## src/hdl/ipat_pkg.sv

```systemverilog
// Shared widths, character codes and parser state type for the IP address text parser.
`timescale 1ns / 1ps

package ipat_pkg;

    localparam int MAX_ADDR_BYTES = 16;
    localparam int V4_BYTES       = 4;
    localparam int CHAR_W         = 8;
    localparam int BYTE_W         = 8;
    localparam int IDX_W          = $clog2(MAX_ADDR_BYTES);
    localparam int POS_W          = $clog2(MAX_ADDR_BYTES);
    localparam int CNT_W          = $clog2(MAX_ADDR_BYTES + 1);
    localparam int ADDR_W         = MAX_ADDR_BYTES * BYTE_W;
    localparam int V4_W           = V4_BYTES * BYTE_W;
    localparam int GROUP_W        = 16;
    localparam int DEC_W          = 8;
    localparam int DEC_MUL_W      = 12;

    localparam int APB_AW    = 3;
    localparam int APB_DW    = 32;
    localparam int REG_IDX_W = APB_AW - 2;

    localparam logic [REG_IDX_W-1:0] REG_ACCEPT_IPV6 = '0;

    localparam logic [CHAR_W-1:0] CH_ZERO  = 8'h30;
    localparam logic [CHAR_W-1:0] CH_NINE  = 8'h39;
    localparam logic [CHAR_W-1:0] CH_LO_A  = 8'h61;
    localparam logic [CHAR_W-1:0] CH_LO_F  = 8'h66;
    localparam logic [CHAR_W-1:0] CH_UP_A  = 8'h41;
    localparam logic [CHAR_W-1:0] CH_UP_F  = 8'h46;
    localparam logic [CHAR_W-1:0] CH_COLON = 8'h3a;
    localparam logic [CHAR_W-1:0] CH_DOT   = 8'h2e;
    localparam logic [CHAR_W-1:0] CH_PCT   = 8'h25;

    localparam logic [DEC_MUL_W-1:0] DEC_MAX = 12'd255;

    // Colon count only matters as zero, one, or two and more.
    localparam logic [1:0] COLON_SAT = 2'd2;

    typedef struct packed {
        logic [ADDR_W-1:0]  bytes;
        logic [GROUP_W-1:0] group;
        logic [DEC_W-1:0]   dec;
        logic               dec_bad;
        logic [CNT_W-1:0]   bw;
        logic [1:0]         colons;
        logic [POS_W-1:0]   dc_pos;
        logic               dc_seen;
        logic               prev_colon;
        logic               v6;
        logic               mapped;
        logic [POS_W-1:0]   v4_pos;
        logic               suffix;
        logic               err;
    } t_parse_state;

endpackage

```

## src/hdl/ipat_in_if.sv

```systemverilog
// Character input channel: valid/ready handshake with one text character per transfer.
`timescale 1ns / 1ps

interface ipat_in_if;
    logic                        valid;
    logic                        ready;
    logic [ipat_pkg::CHAR_W-1:0] text_char;
    logic                        in_last;

    modport source (output valid, output text_char, output in_last, input ready);
    modport sink   (input valid, input text_char, input in_last, output ready);
endinterface

```

## src/hdl/ipat_out_if.sv

```systemverilog
// Result output channel: valid/ready handshake with one address byte per transfer.
`timescale 1ns / 1ps

interface ipat_out_if;
    logic                        valid;
    logic                        ready;
    logic [ipat_pkg::BYTE_W-1:0] out_byte;
    logic [ipat_pkg::IDX_W-1:0]  byte_index;
    logic                        is_ipv6;
    logic                        bad_address;
    logic                        out_last;

    modport source (output valid, output out_byte, output byte_index, output is_ipv6,
                    output bad_address, output out_last, input ready);
    modport sink   (input valid, input out_byte, input byte_index, input is_ipv6,
                    input bad_address, input out_last, output ready);
endinterface

```

## src/hdl/ip_address_text_parser.sv

```systemverilog
// Flow: the final character's transfer loads a snapshot register; once the frame is free, the
// snapshot is finished into the result frame register, which offers the first result.
// Throughput: one character per cycle; results leave the frame shift register one per cycle
// while the receiver is ready (4 or 16 for an address, 1 for an error). Characters wait only
// while a finished snapshot is held as the previous string's results still leave the frame.
// Reset (synchronous, active low) clears the parser, drops pending results, sets accept_ipv6.
`timescale 1ns / 1ps

module ip_address_text_parser (
    input  logic                        i_clk,
    input  logic                        i_rst_n,
    ipat_in_if.sink                     i_in,
    ipat_out_if.source                  o_out,
    input  logic                        i_psel,
    input  logic                        i_penable,
    input  logic                        i_pwrite,
    input  logic [ipat_pkg::APB_AW-1:0] i_paddr,
    input  logic [ipat_pkg::APB_DW-1:0] i_pwdata,
    output logic [ipat_pkg::APB_DW-1:0] o_prdata,
    output logic                        o_pready
);
    import ipat_pkg::*;

    logic                 r_accept_ipv6;
    t_parse_state         r_live;
    t_parse_state         n_live;
    t_parse_state         r_snap;
    logic                 r_snap_valid;
    logic                 r_frame_valid;
    logic [ADDR_W-1:0]    r_frame_bytes;
    logic [IDX_W-1:0]     r_out_idx;
    logic                 r_out_v6;
    logic                 r_out_bad;

    logic                 in_xfer;
    logic                 out_xfer;
    logic                 out_done;
    logic                 frame_load;
    logic                 cfg_write;
    logic [REG_IDX_W-1:0] reg_idx;

    logic [ADDR_W-1:0]    fin_bytes;
    logic                 fin_bad;

    function automatic logic [ADDR_W-1:0] put_byte(input logic [ADDR_W-1:0] v,
                                                  input logic [POS_W-1:0] pos,
                                                  input logic [BYTE_W-1:0] b);
        logic [ADDR_W-1:0] wide;
        wide = ADDR_W'(b);
        // Positions at and above the fill count are still zero within a string.
        return v | (wide << (BYTE_W * pos));
    endfunction

    // ---------------- configuration port ----------------
    assign o_pready  = 1'b1;
    assign reg_idx   = i_paddr[APB_AW-1:2];
    assign cfg_write = i_psel && i_penable && i_pwrite && o_pready;
    assign o_prdata  = (reg_idx == REG_ACCEPT_IPV6) ? APB_DW'(r_accept_ipv6) : '0;

    always_ff @(posedge i_clk) begin
        if (!i_rst_n) begin
            r_accept_ipv6 <= 1'b1;
        end else if (cfg_write && reg_idx == REG_ACCEPT_IPV6) begin
            r_accept_ipv6 <= i_pwdata[0];
        end
    end

    // ---------------- per-character parse ----------------
    assign i_in.ready = !r_snap_valid || frame_load;
    assign in_xfer    = i_in.valid && i_in.ready;

    always_comb begin
        logic [CHAR_W-1:0]    c;
        logic                 is_digit;
        logic                 is_letter;
        logic [3:0]           d;
        logic [GROUP_W-1:0]   grp_shift;
        logic                 grp_over;
        logic [DEC_MUL_W-1:0] dec_mul;
        logic [POS_W-1:0]     pos;

        n_live    = r_live;
        c         = i_in.text_char;
        is_digit  = (c >= CH_ZERO) && (c <= CH_NINE);
        is_letter = ((c >= CH_LO_A) && (c <= CH_LO_F)) || ((c >= CH_UP_A) && (c <= CH_UP_F));
        // Both letter cases have their value one below the low nibble plus ten.
        d         = is_digit ? c[3:0] : c[3:0] + 4'd9;
        grp_shift = {r_live.group[GROUP_W-5:0], d};
        grp_over  = (r_live.group[GROUP_W-1:GROUP_W-4] != 4'd0);
        dec_mul   = {1'b0, r_live.dec, 3'b000} + {3'b000, r_live.dec, 1'b0}
                  + DEC_MUL_W'(d);
        pos       = r_live.bw[POS_W-1:0];

        if (r_live.err) begin
            n_live.err = 1'b1;
        end else if (r_live.suffix) begin
            if (!is_digit) begin
                n_live.err = 1'b1;
            end
        end else if (r_live.bw[CNT_W-1]) begin
            n_live.err = 1'b1;
        end else if (is_digit || is_letter) begin
            n_live.prev_colon = 1'b0;
            if (r_live.mapped && is_letter) begin
                n_live.err = 1'b1;
            end else if (!r_live.mapped && grp_over) begin
                n_live.err = 1'b1;
            end else begin
                if (!r_live.mapped) begin
                    n_live.group = grp_shift;
                end
                if (is_letter) begin
                    n_live.dec_bad = 1'b1;
                end else if (!r_live.dec_bad) begin
                    if (dec_mul > DEC_MAX) begin
                        n_live.dec_bad = 1'b1;
                    end else begin
                        n_live.dec = dec_mul[DEC_W-1:0];
                    end
                end
            end
        end else begin
            unique case (c)
                CH_COLON: begin
                    if (r_live.mapped) begin
                        n_live.err = 1'b1;
                    end else if (!r_live.v6 && (r_live.bw != '0 || !r_accept_ipv6)) begin
                        n_live.err = 1'b1;
                    end else if (r_live.prev_colon && r_live.dc_seen) begin
                        n_live.err = 1'b1;
                    end else begin
                        n_live.v6 = 1'b1;
                        if (r_live.colons != COLON_SAT) begin
                            n_live.colons = r_live.colons + 2'd1;
                        end
                        if (r_live.prev_colon) begin
                            n_live.dc_seen = 1'b1;
                            n_live.dc_pos  = pos;
                        end
                        n_live.prev_colon = 1'b1;
                        n_live.bytes = put_byte(r_live.bytes, pos,
                                                r_live.group[GROUP_W-1:BYTE_W]);
                        if (pos == POS_W'(MAX_ADDR_BYTES - 1)) begin
                            n_live.err = 1'b1;
                        end else begin
                            n_live.bytes   = put_byte(n_live.bytes, pos + POS_W'(1),
                                                      r_live.group[BYTE_W-1:0]);
                            n_live.bw      = r_live.bw + CNT_W'(2);
                            n_live.group   = '0;
                            n_live.dec     = '0;
                            n_live.dec_bad = 1'b0;
                        end
                    end
                end
                CH_DOT: begin
                    if (r_live.v6 && !r_live.mapped && r_live.colons != COLON_SAT) begin
                        n_live.err = 1'b1;
                    end else if (r_live.dec_bad) begin
                        n_live.err = 1'b1;
                    end else begin
                        // The first dot after colons starts the dotted tail.
                        if (r_live.v6 && !r_live.mapped) begin
                            n_live.mapped = 1'b1;
                            n_live.v4_pos = pos;
                        end
                        n_live.bytes      = put_byte(r_live.bytes, pos, r_live.dec);
                        n_live.bw         = r_live.bw + CNT_W'(1);
                        n_live.prev_colon = 1'b0;
                        n_live.group      = '0;
                        n_live.dec        = '0;
                        n_live.dec_bad    = 1'b0;
                    end
                end
                CH_PCT: begin
                    if (r_live.v6 && r_live.colons == COLON_SAT) begin
                        n_live.suffix = 1'b1;
                    end else begin
                        n_live.err = 1'b1;
                    end
                end
                default: begin
                    n_live.err = 1'b1;
                end
            endcase
        end
    end

    always_ff @(posedge i_clk) begin
        if (!i_rst_n) begin
            r_live <= '0;
        end else if (in_xfer) begin
            r_live <= i_in.in_last ? t_parse_state'('0) : n_live;
        end
    end

    always_ff @(posedge i_clk) begin
        if (in_xfer && i_in.in_last) begin
            r_snap <= n_live;
        end
    end

    always_ff @(posedge i_clk) begin
        if (!i_rst_n) begin
            r_snap_valid <= 1'b0;
        end else if (in_xfer && i_in.in_last) begin
            r_snap_valid <= 1'b1;
        end else if (frame_load) begin
            r_snap_valid <= 1'b0;
        end
    end

    // ---------------- end of string: flush group, short forms, expansion ----------------
    always_comb begin
        logic [CNT_W-1:0]  bw;
        logic [CNT_W-1:0]  tail;
        logic              v4_numbers;
        logic [POS_W-1:0]  pos;
        logic [V4_W-1:0]   low4;
        logic [1:0]        last_pos;
        logic [BYTE_W-1:0] last_byte;
        logic [CNT_W-1:0]  shift;
        logic [CNT_W-1:0]  keep_n;
        logic [ADDR_W-1:0] keep_mask;
        logic [ADDR_W-1:0] moved;

        fin_bytes  = r_snap.bytes;
        fin_bad    = r_snap.err;
        bw         = r_snap.bw;
        v4_numbers = !r_snap.v6 || r_snap.mapped;
        pos        = bw[POS_W-1:0];

        if (!fin_bad && !bw[CNT_W-1]) begin
            if (!v4_numbers) begin
                fin_bytes = put_byte(fin_bytes, pos, r_snap.group[GROUP_W-1:BYTE_W]);
                if (pos == POS_W'(MAX_ADDR_BYTES - 1)) begin
                    fin_bad = 1'b1;
                end else begin
                    fin_bytes = put_byte(fin_bytes, pos + POS_W'(1),
                                         r_snap.group[BYTE_W-1:0]);
                    bw        = bw + CNT_W'(2);
                end
            end else if (r_snap.dec_bad) begin
                fin_bad = 1'b1;
            end else begin
                fin_bytes = put_byte(fin_bytes, pos, r_snap.dec);
                bw        = bw + CNT_W'(1);
            end
        end

        // Short IPv4 form: the last number moves to the final byte.
        tail      = bw - CNT_W'(r_snap.v4_pos);
        low4      = fin_bytes[V4_W-1:0];
        last_pos  = bw[1:0] - 2'd1;
        last_byte = BYTE_W'(low4 >> (BYTE_W * last_pos));
        if (!fin_bad && v4_numbers && bw >= CNT_W'(r_snap.v4_pos)
            && tail < CNT_W'(V4_BYTES)) begin
            if (r_snap.v6 || bw == '0) begin
                fin_bad = 1'b1;
            end else begin
                low4 = low4 & ~(V4_W'({BYTE_W{1'b1}}) << (BYTE_W * last_pos));
                low4[V4_W-1:V4_W-BYTE_W] = last_byte;
                fin_bytes = ADDR_W'(low4);
                bw        = CNT_W'(V4_BYTES);
            end
        end

        // Double colon: bytes after its zero group move up to the end of the address.
        shift     = CNT_W'(MAX_ADDR_BYTES) - bw;
        keep_n    = CNT_W'(r_snap.dc_pos) + CNT_W'(2);
        keep_mask = ~({ADDR_W{1'b1}} << (BYTE_W * keep_n));
        moved     = (fin_bytes & ~keep_mask) << (BYTE_W * shift);
        if (!fin_bad && r_snap.v6 && r_snap.dc_seen && !bw[CNT_W-1]) begin
            fin_bytes = (fin_bytes & keep_mask) | moved;
            bw        = CNT_W'(MAX_ADDR_BYTES);
        end

        if (bw != (r_snap.v6 ? CNT_W'(MAX_ADDR_BYTES) : CNT_W'(V4_BYTES))) begin
            fin_bad = 1'b1;
        end
    end

    // ---------------- result frame ----------------
    assign out_xfer   = o_out.valid && o_out.ready;
    assign out_done   = out_xfer && o_out.out_last;
    assign frame_load = r_snap_valid && (!r_frame_valid || out_done);

    assign o_out.valid       = r_frame_valid;
    assign o_out.out_byte    = r_frame_bytes[BYTE_W-1:0];
    assign o_out.byte_index  = r_out_idx;
    assign o_out.is_ipv6     = r_out_v6;
    assign o_out.bad_address = r_out_bad;
    assign o_out.out_last    = r_out_bad
        || (r_out_idx == (r_out_v6 ? IDX_W'(MAX_ADDR_BYTES - 1) : IDX_W'(V4_BYTES - 1)));

    always_ff @(posedge i_clk) begin
        if (!i_rst_n) begin
            r_frame_valid <= 1'b0;
        end else if (frame_load) begin
            r_frame_valid <= 1'b1;
        end else if (out_done) begin
            r_frame_valid <= 1'b0;
        end
    end

    always_ff @(posedge i_clk) begin
        if (frame_load) begin
            r_frame_bytes <= fin_bad ? '0 : fin_bytes;
            r_out_idx     <= '0;
            r_out_v6      <= !fin_bad && r_snap.v6;
            r_out_bad     <= fin_bad;
        end else if (out_xfer) begin
            r_frame_bytes <= r_frame_bytes >> BYTE_W;
            r_out_idx     <= r_out_idx + IDX_W'(1);
        end
    end

endmodule
```

## src/flat_wrapper.sv

```systemverilog
// flat-port wrapper written by rule: the top's interface ports become plain ports
module ip_address_text_parser_flat import ipat_pkg::*;
  (i_clk, i_rst_n, i_psel, i_penable, i_pwrite, i_paddr, i_pwdata, o_prdata, o_pready, i_in_valid, i_in_text_char, i_in_in_last, i_in_ready, o_out_valid, o_out_out_byte, o_out_byte_index, o_out_is_ipv6, o_out_bad_address, o_out_out_last, o_out_ready);
  ipat_in_if i_in_i ();
  ipat_out_if o_out_i ();
  input  logic i_clk;
  input  logic i_rst_n;
  input  logic i_psel;
  input  logic i_penable;
  input  logic i_pwrite;
  input  logic [ipat_pkg::APB_AW-1:0] i_paddr;
  input  logic [ipat_pkg::APB_DW-1:0] i_pwdata;
  output logic [ipat_pkg::APB_DW-1:0] o_prdata;
  output logic o_pready;
  input wire logic [$bits(i_in_i.valid)-1:0] i_in_valid;
  input wire logic [$bits(i_in_i.text_char)-1:0] i_in_text_char;
  input wire logic [$bits(i_in_i.in_last)-1:0] i_in_in_last;
  output wire logic [$bits(i_in_i.ready)-1:0] i_in_ready;
  output wire logic [$bits(o_out_i.valid)-1:0] o_out_valid;
  output wire logic [$bits(o_out_i.out_byte)-1:0] o_out_out_byte;
  output wire logic [$bits(o_out_i.byte_index)-1:0] o_out_byte_index;
  output wire logic [$bits(o_out_i.is_ipv6)-1:0] o_out_is_ipv6;
  output wire logic [$bits(o_out_i.bad_address)-1:0] o_out_bad_address;
  output wire logic [$bits(o_out_i.out_last)-1:0] o_out_out_last;
  input wire logic [$bits(o_out_i.ready)-1:0] o_out_ready;
  assign i_in_i.valid = i_in_valid;
  assign i_in_i.text_char = i_in_text_char;
  assign i_in_i.in_last = i_in_in_last;
  assign i_in_ready = i_in_i.ready;
  assign o_out_valid = o_out_i.valid;
  assign o_out_out_byte = o_out_i.out_byte;
  assign o_out_byte_index = o_out_i.byte_index;
  assign o_out_is_ipv6 = o_out_i.is_ipv6;
  assign o_out_bad_address = o_out_i.bad_address;
  assign o_out_out_last = o_out_i.out_last;
  assign o_out_i.ready = o_out_ready;
  ip_address_text_parser u_core (.i_clk(i_clk), .i_rst_n(i_rst_n), .i_in(i_in_i), .o_out(o_out_i), .i_psel(i_psel), .i_penable(i_penable), .i_pwrite(i_pwrite), .i_paddr(i_paddr), .i_pwdata(i_pwdata), .o_prdata(o_prdata), .o_pready(o_pready));
endmodule
```

## config.mk

```make
export PLATFORM = sky130hd
export DESIGN_NAME = ip_address_text_parser_flat
export DESIGN_NICKNAME = d
export VERILOG_FILES = /design/src/hdl/ipat_pkg.sv /design/src/hdl/ipat_in_if.sv /design/src/hdl/ipat_out_if.sv /design/src/hdl/ip_address_text_parser.sv /design/src/flat_wrapper.sv
export SDC_FILE = /design/constraint.sdc
export NUM_CORES = 2
export LEC_CHECK = 0
export ABC_CLOCK_PERIOD_IN_PS = 18050
export BUFFER_PORTS_ARGS = -buffer_cell sky130_fd_sc_hd__buf_2
export CORE_ASPECT_RATIO = 1.4
export CORE_UTILIZATION = 35
export DETAILED_ROUTE_END_ITERATION = 6
export SYNTH_ARGS = -nofsm -noshare
export SYNTH_HDL_FRONTEND = slang
export SYNTH_SLANG_ARGS = --single-unit
```

## constraint.sdc

```tcl
create_clock -name i_clk -period 18.05 [get_ports i_clk]
set_input_delay 1.805 -clock i_clk [delete_from_list [all_inputs] [get_ports i_clk]]
set_output_delay 1.805 -clock i_clk [all_outputs]
set_load 0.02 [all_outputs]
```

==> impl_metrics.json <==
{
  "status": "finished, violations left",
  "violations": "capacitance limit, slew limit",
  "peakVddDrop_v": 0.00008823,
  "finClkSkew_ns": 0.02038,
  "timing.setup.tns_ns": 0,
  "fin_cells": 4922,
  "fin_crit_ns": 9.540,
  "slew-limit-headroom_pct": -2.949,
  "ys_types": 114,
  "root_buffer": "clkbuf_16",
  "async_flop_share_pct": 0,
  "leakagePower_uw": 0.01270,
  "ant_nets": 0,
  "clkPwrFrac_pct": 40.3,
  "numPortBuffers": 35,
  "hpwl_mm": 153.1,
  "criticalPathCategory": "register to register",
  "crit_arrival_ns": 10.07,
  "rows": 134,
  "holdCritStartpoint": "u_core.r_live[172]",
  "crit_path_start_kind": "register",
  "crit_buf_inv": 6,
  "hold_viol": 0,
  "placed_area_um2": 35330,
  "layout-drive-gt1-share_pct": 11.59,
  "multiInputGateArea_um2": 19560,
  "numCtsBuffers": 53,
  "rsz0062_at_grt": "false",
  "die_h_um": 369.6,
  "synth.most_common_cell": "nand2_1",
  "grt-ovfl-total": 0,
  "setup_viol": 0,
  "swShare_pct": 31.30,
  "synthTopCellsByArea": "edfxtp_1, dfxtp_1, a22oi_1, o2111a_1, nand2_1",
  "timing.critical_path.max_delay_family": "simple AND/OR/NAND/NOR gates",
  "avgSynthCellArea_um2": 8.944,
  "final_area_um2": 37140,
  "whs_path_depth": 2,
  "antenna_found_initial": 12,
  "areaGrowthSynthToFinish_pct": 9.917,
  "fill_cells": 9820,
  "route.detailed.drc": 0,
  "grt_pass1_wl_mm": 281.8,
  "clk_latency_ns": 0.67,
  "drt_pass1_iterations": 6,
  "pre_cts_slack_ns": 9.231,
  "setup.worst_path.end_class": "register",
  "grt_pass1_vias": 33670,
  "synth_common_cells": "nand2_1, edfxtp_1, clkbuf_1, nor2_1, a22oi_1",
  "reg2reg_to": "u_core.r_frame_bytes[30]",
  "cts.repair.resized": 0,
  "core_um2": 95570,
  "seq_area_frac_synth_pct": 37.39,
  "place_inst": 4815,
  "syn-cell-area_um2": 33790,
  "synth_edf_count": 300,
  "num_io_pins": 101,
  "crit_chain": "and2b_1, buf_4, or4_1, nand2_2, inv_2, ha_1, nor2b_1, o211ai_2, a2111o_1, nor3_2, a21boi_2, inv_2, ha_4, o211a_1, nand4b_1, buf_4, nor2_1, buf_4, nand2_1, nor2_1, buf_4, o211ai_1, nand2_1",
  "grt_max_degree": 127,
  "ys_seq_elements": 481,
  "clock.fmax_mhz": 104.8,
  "ys_warn_count": 0,
  "die-area_um2": 97800,
  "grt_use_total_pct": 41.21,
  "p_int_uw": 1924,
  "syn_inst": 3778,
  "htree_num_levels": 2,
  "r2r-start": "u_core.r_snap[7]",
  "min_period_over_period_pct": 52.85,
  "final-max-slew-violation-count": 5,
  "synth_top_area_share_pct": 26.66,
  "p_per_area_nw_per_um2": 75.41,
  "synth_top_flop_cell": "edfxtp_1",
  "crit_fanout": 34,
  "hold_buffers": 0,
  "drt_iter0_markers": 4503,
  "drt-total-wl_mm": 204.4,
  "cts_tree": "yes",
  "place_congestion": 1.095,
  "whs_endpoint": "u_core.r_live[172]",
  "slowest_stage": "nor2_1",
  "cts.clk_slew.worst_paths_ns": 0.06,
  "cp_slowest_stage_delay_ns": 1.11,
  "start_util_pct": 35.36,
  "die_x_um": 264.6,
  "nNetsFinal": 3740,
  "maxCapViolCount": 2,
  "seq_power_share_pct": 43.3,
  "via_count": 35350,
  "viasPerCell": 7.182,
  "worst_hold_slack_ns": 0.5008,
  "cts_setup_buffers": 0,
  "ff2ff_path_depth": 23,
  "p_switching_uw": 876.6,
  "crit_required_ns": 18.58,
  "setup_ws_ns": 8.510,
  "worst_pin_slew_ns": 1.537,
  "path_common_cell": "buf_4",
  "cts.sinks": 481,
  "cts_buffer_depth": 3,
  "rrSetupSlack_ns": 8.51,
  "power_frac_comb_pct": 16.4,
  "seqCellArea_um2": 12630,
  "min_path_type": "register to register",
  "yosys.area.top_type": "edfxtp_1",
  "post_drt_wl_per_cell_um": 41.52
}
==> through the flow <==
step | power, uW | util, %
after detailed placement | 1669 | 36.97
after floorplan | 1488 | -
after CTS | 2784 | 38.80
after global placement | 1671 | 36.97
after global routing | 2856 | 38.85
final | 2801 | 38.86
==> worst max-delay path by stage <==
| stage | start | endpoint | slack (ns) | cells after the start |
|---|---|---|---|---|
| after floorplan | u_core.o_out.valid | u_core.r_frame_bytes[0] | 7.86 | 1 |
| after global placement | u_core.r_snap[7] | u_core.r_frame_bytes[24] | 9.28 | 22 |
| after detailed placement | u_core.r_snap[7] | u_core.r_frame_bytes[24] | 9.23 | 22 |
| after CTS | u_core.r_snap[7] | u_core.r_frame_bytes[30] | 9.20 | 23 |
| after global routing | u_core.r_snap[7] | u_core.r_frame_bytes[30] | 8.48 | 23 |
| final | u_core.r_snap[7] | u_core.r_frame_bytes[30] | 8.51 | 23 |
==> worst register-to-register path, cell delays in order (launching register included) <==
cell and delay, ns:
edfxtp_1 0.78, and2b_1 0.21, buf_4 0.42, or4_1 0.65
nand2_2 0.13, inv_2 0.62, ha_1 0.30, nor2b_1 0.07
o211ai_2 0.32, a2111o_1 0.63, nor3_2 0.16, a21boi_2 0.94
inv_2 0.50, ha_4 0.39, o211a_1 0.17, nand4b_1 0.19
buf_4 0.23, nor2_1 0.10, buf_4 0.19, nand2_1 0.72
nor2_1 1.12, buf_4 0.32, o211ai_1 0.14, nand2_1 0.10
==> final cells by class <==
cell class / instances / share of cell area, %
clock inverter: 26 / 0.7917
timing repair buffer: 200 / 3.878
sequential: 481 / 34.01
clock buffer: 73 / 3.908
antenna: 5 / 0.03369
tap: 1224 / 4.124
inverter: 57 / 0.5896
multi-input combinational: 2856 / 52.66
==> layout by cell type (no fill, tap or decap), types with 48 or more instances in the layout <==
cell | Yosys | layout
nor2b_1 | 61 | 61
dfxtp_1 | 181 | 181
and2_1 | 49 | 48
a32oi_1 | 51 | 50
a22oi_1 | 199 | 199
edfxtp_1 | 300 | 300
a21oi_1 | 193 | 192
inv_1 | 53 | 51
o21bai_1 | 88 | 88
nor3_1 | 98 | 95
o21ai_0 | 158 | 152
o211ai_1 | 52 | 52
a221o_1 | 57 | 57
buf_4 | 43 | 163
nand3_1 | 75 | 70
o2111a_1 | 130 | 130
a31oi_1 | 58 | 58
o22a_1 | 90 | 90
nand2_1 | 324 | 322
o22ai_1 | 124 | 123
nor2_1 | 230 | 225
a21o_1 | 64 | 64
clkbuf_16 | 0 | 53
==> registers in the layout, summed over array words and instances (netlist names) <==
name / cells
u_core.o_out.byte_index: 4
u_core.o_out.is_ipv6: 1
u_core.r_snap_valid: 1
u_core.r_live: 174
u_core.o_out.valid: 1
u_core.r_snap: 170
u_core.o_out.bad_address: 1
u_core.r_frame_bytes: 128
u_core.r_accept_ipv6: 1
==> power groups by stage <==
stage / clock network (uW) / registers (uW) / logic (uW)
3_5_place_dp: 0 / 1240 / 434
4_1_cts: 1140 / 1210 / 435
6_report: 1130 / 1210 / 460
5_1_grt: 1170 / 1210 / 468
2_1_floorplan: 0 / 1230 / 256
3_3_place_gp: 0 / 1240 / 436
==> metal layers <==
metal / routed length (um) / track usage [%]
met1: 71420 / 44.95
met2: 90860 / 65.23
met3: 16090 / 8.845
met4: 25910 / 41.69
met5: 77 / 0
==> kinds of logic after synthesis <==
| family | synth area share, % |
|---|---|
| fa+ha+maj | 1.526 |
| mux | 1.470 |
| xor+xnor | 0.6184 |
| other cells | 0.02223 |
| compound gates | 37.64 |
| buf+inv | 5.951 |
| simple gates | 15.38 |
| flops | 37.39 |
Power figures use the tool's default switching activity.
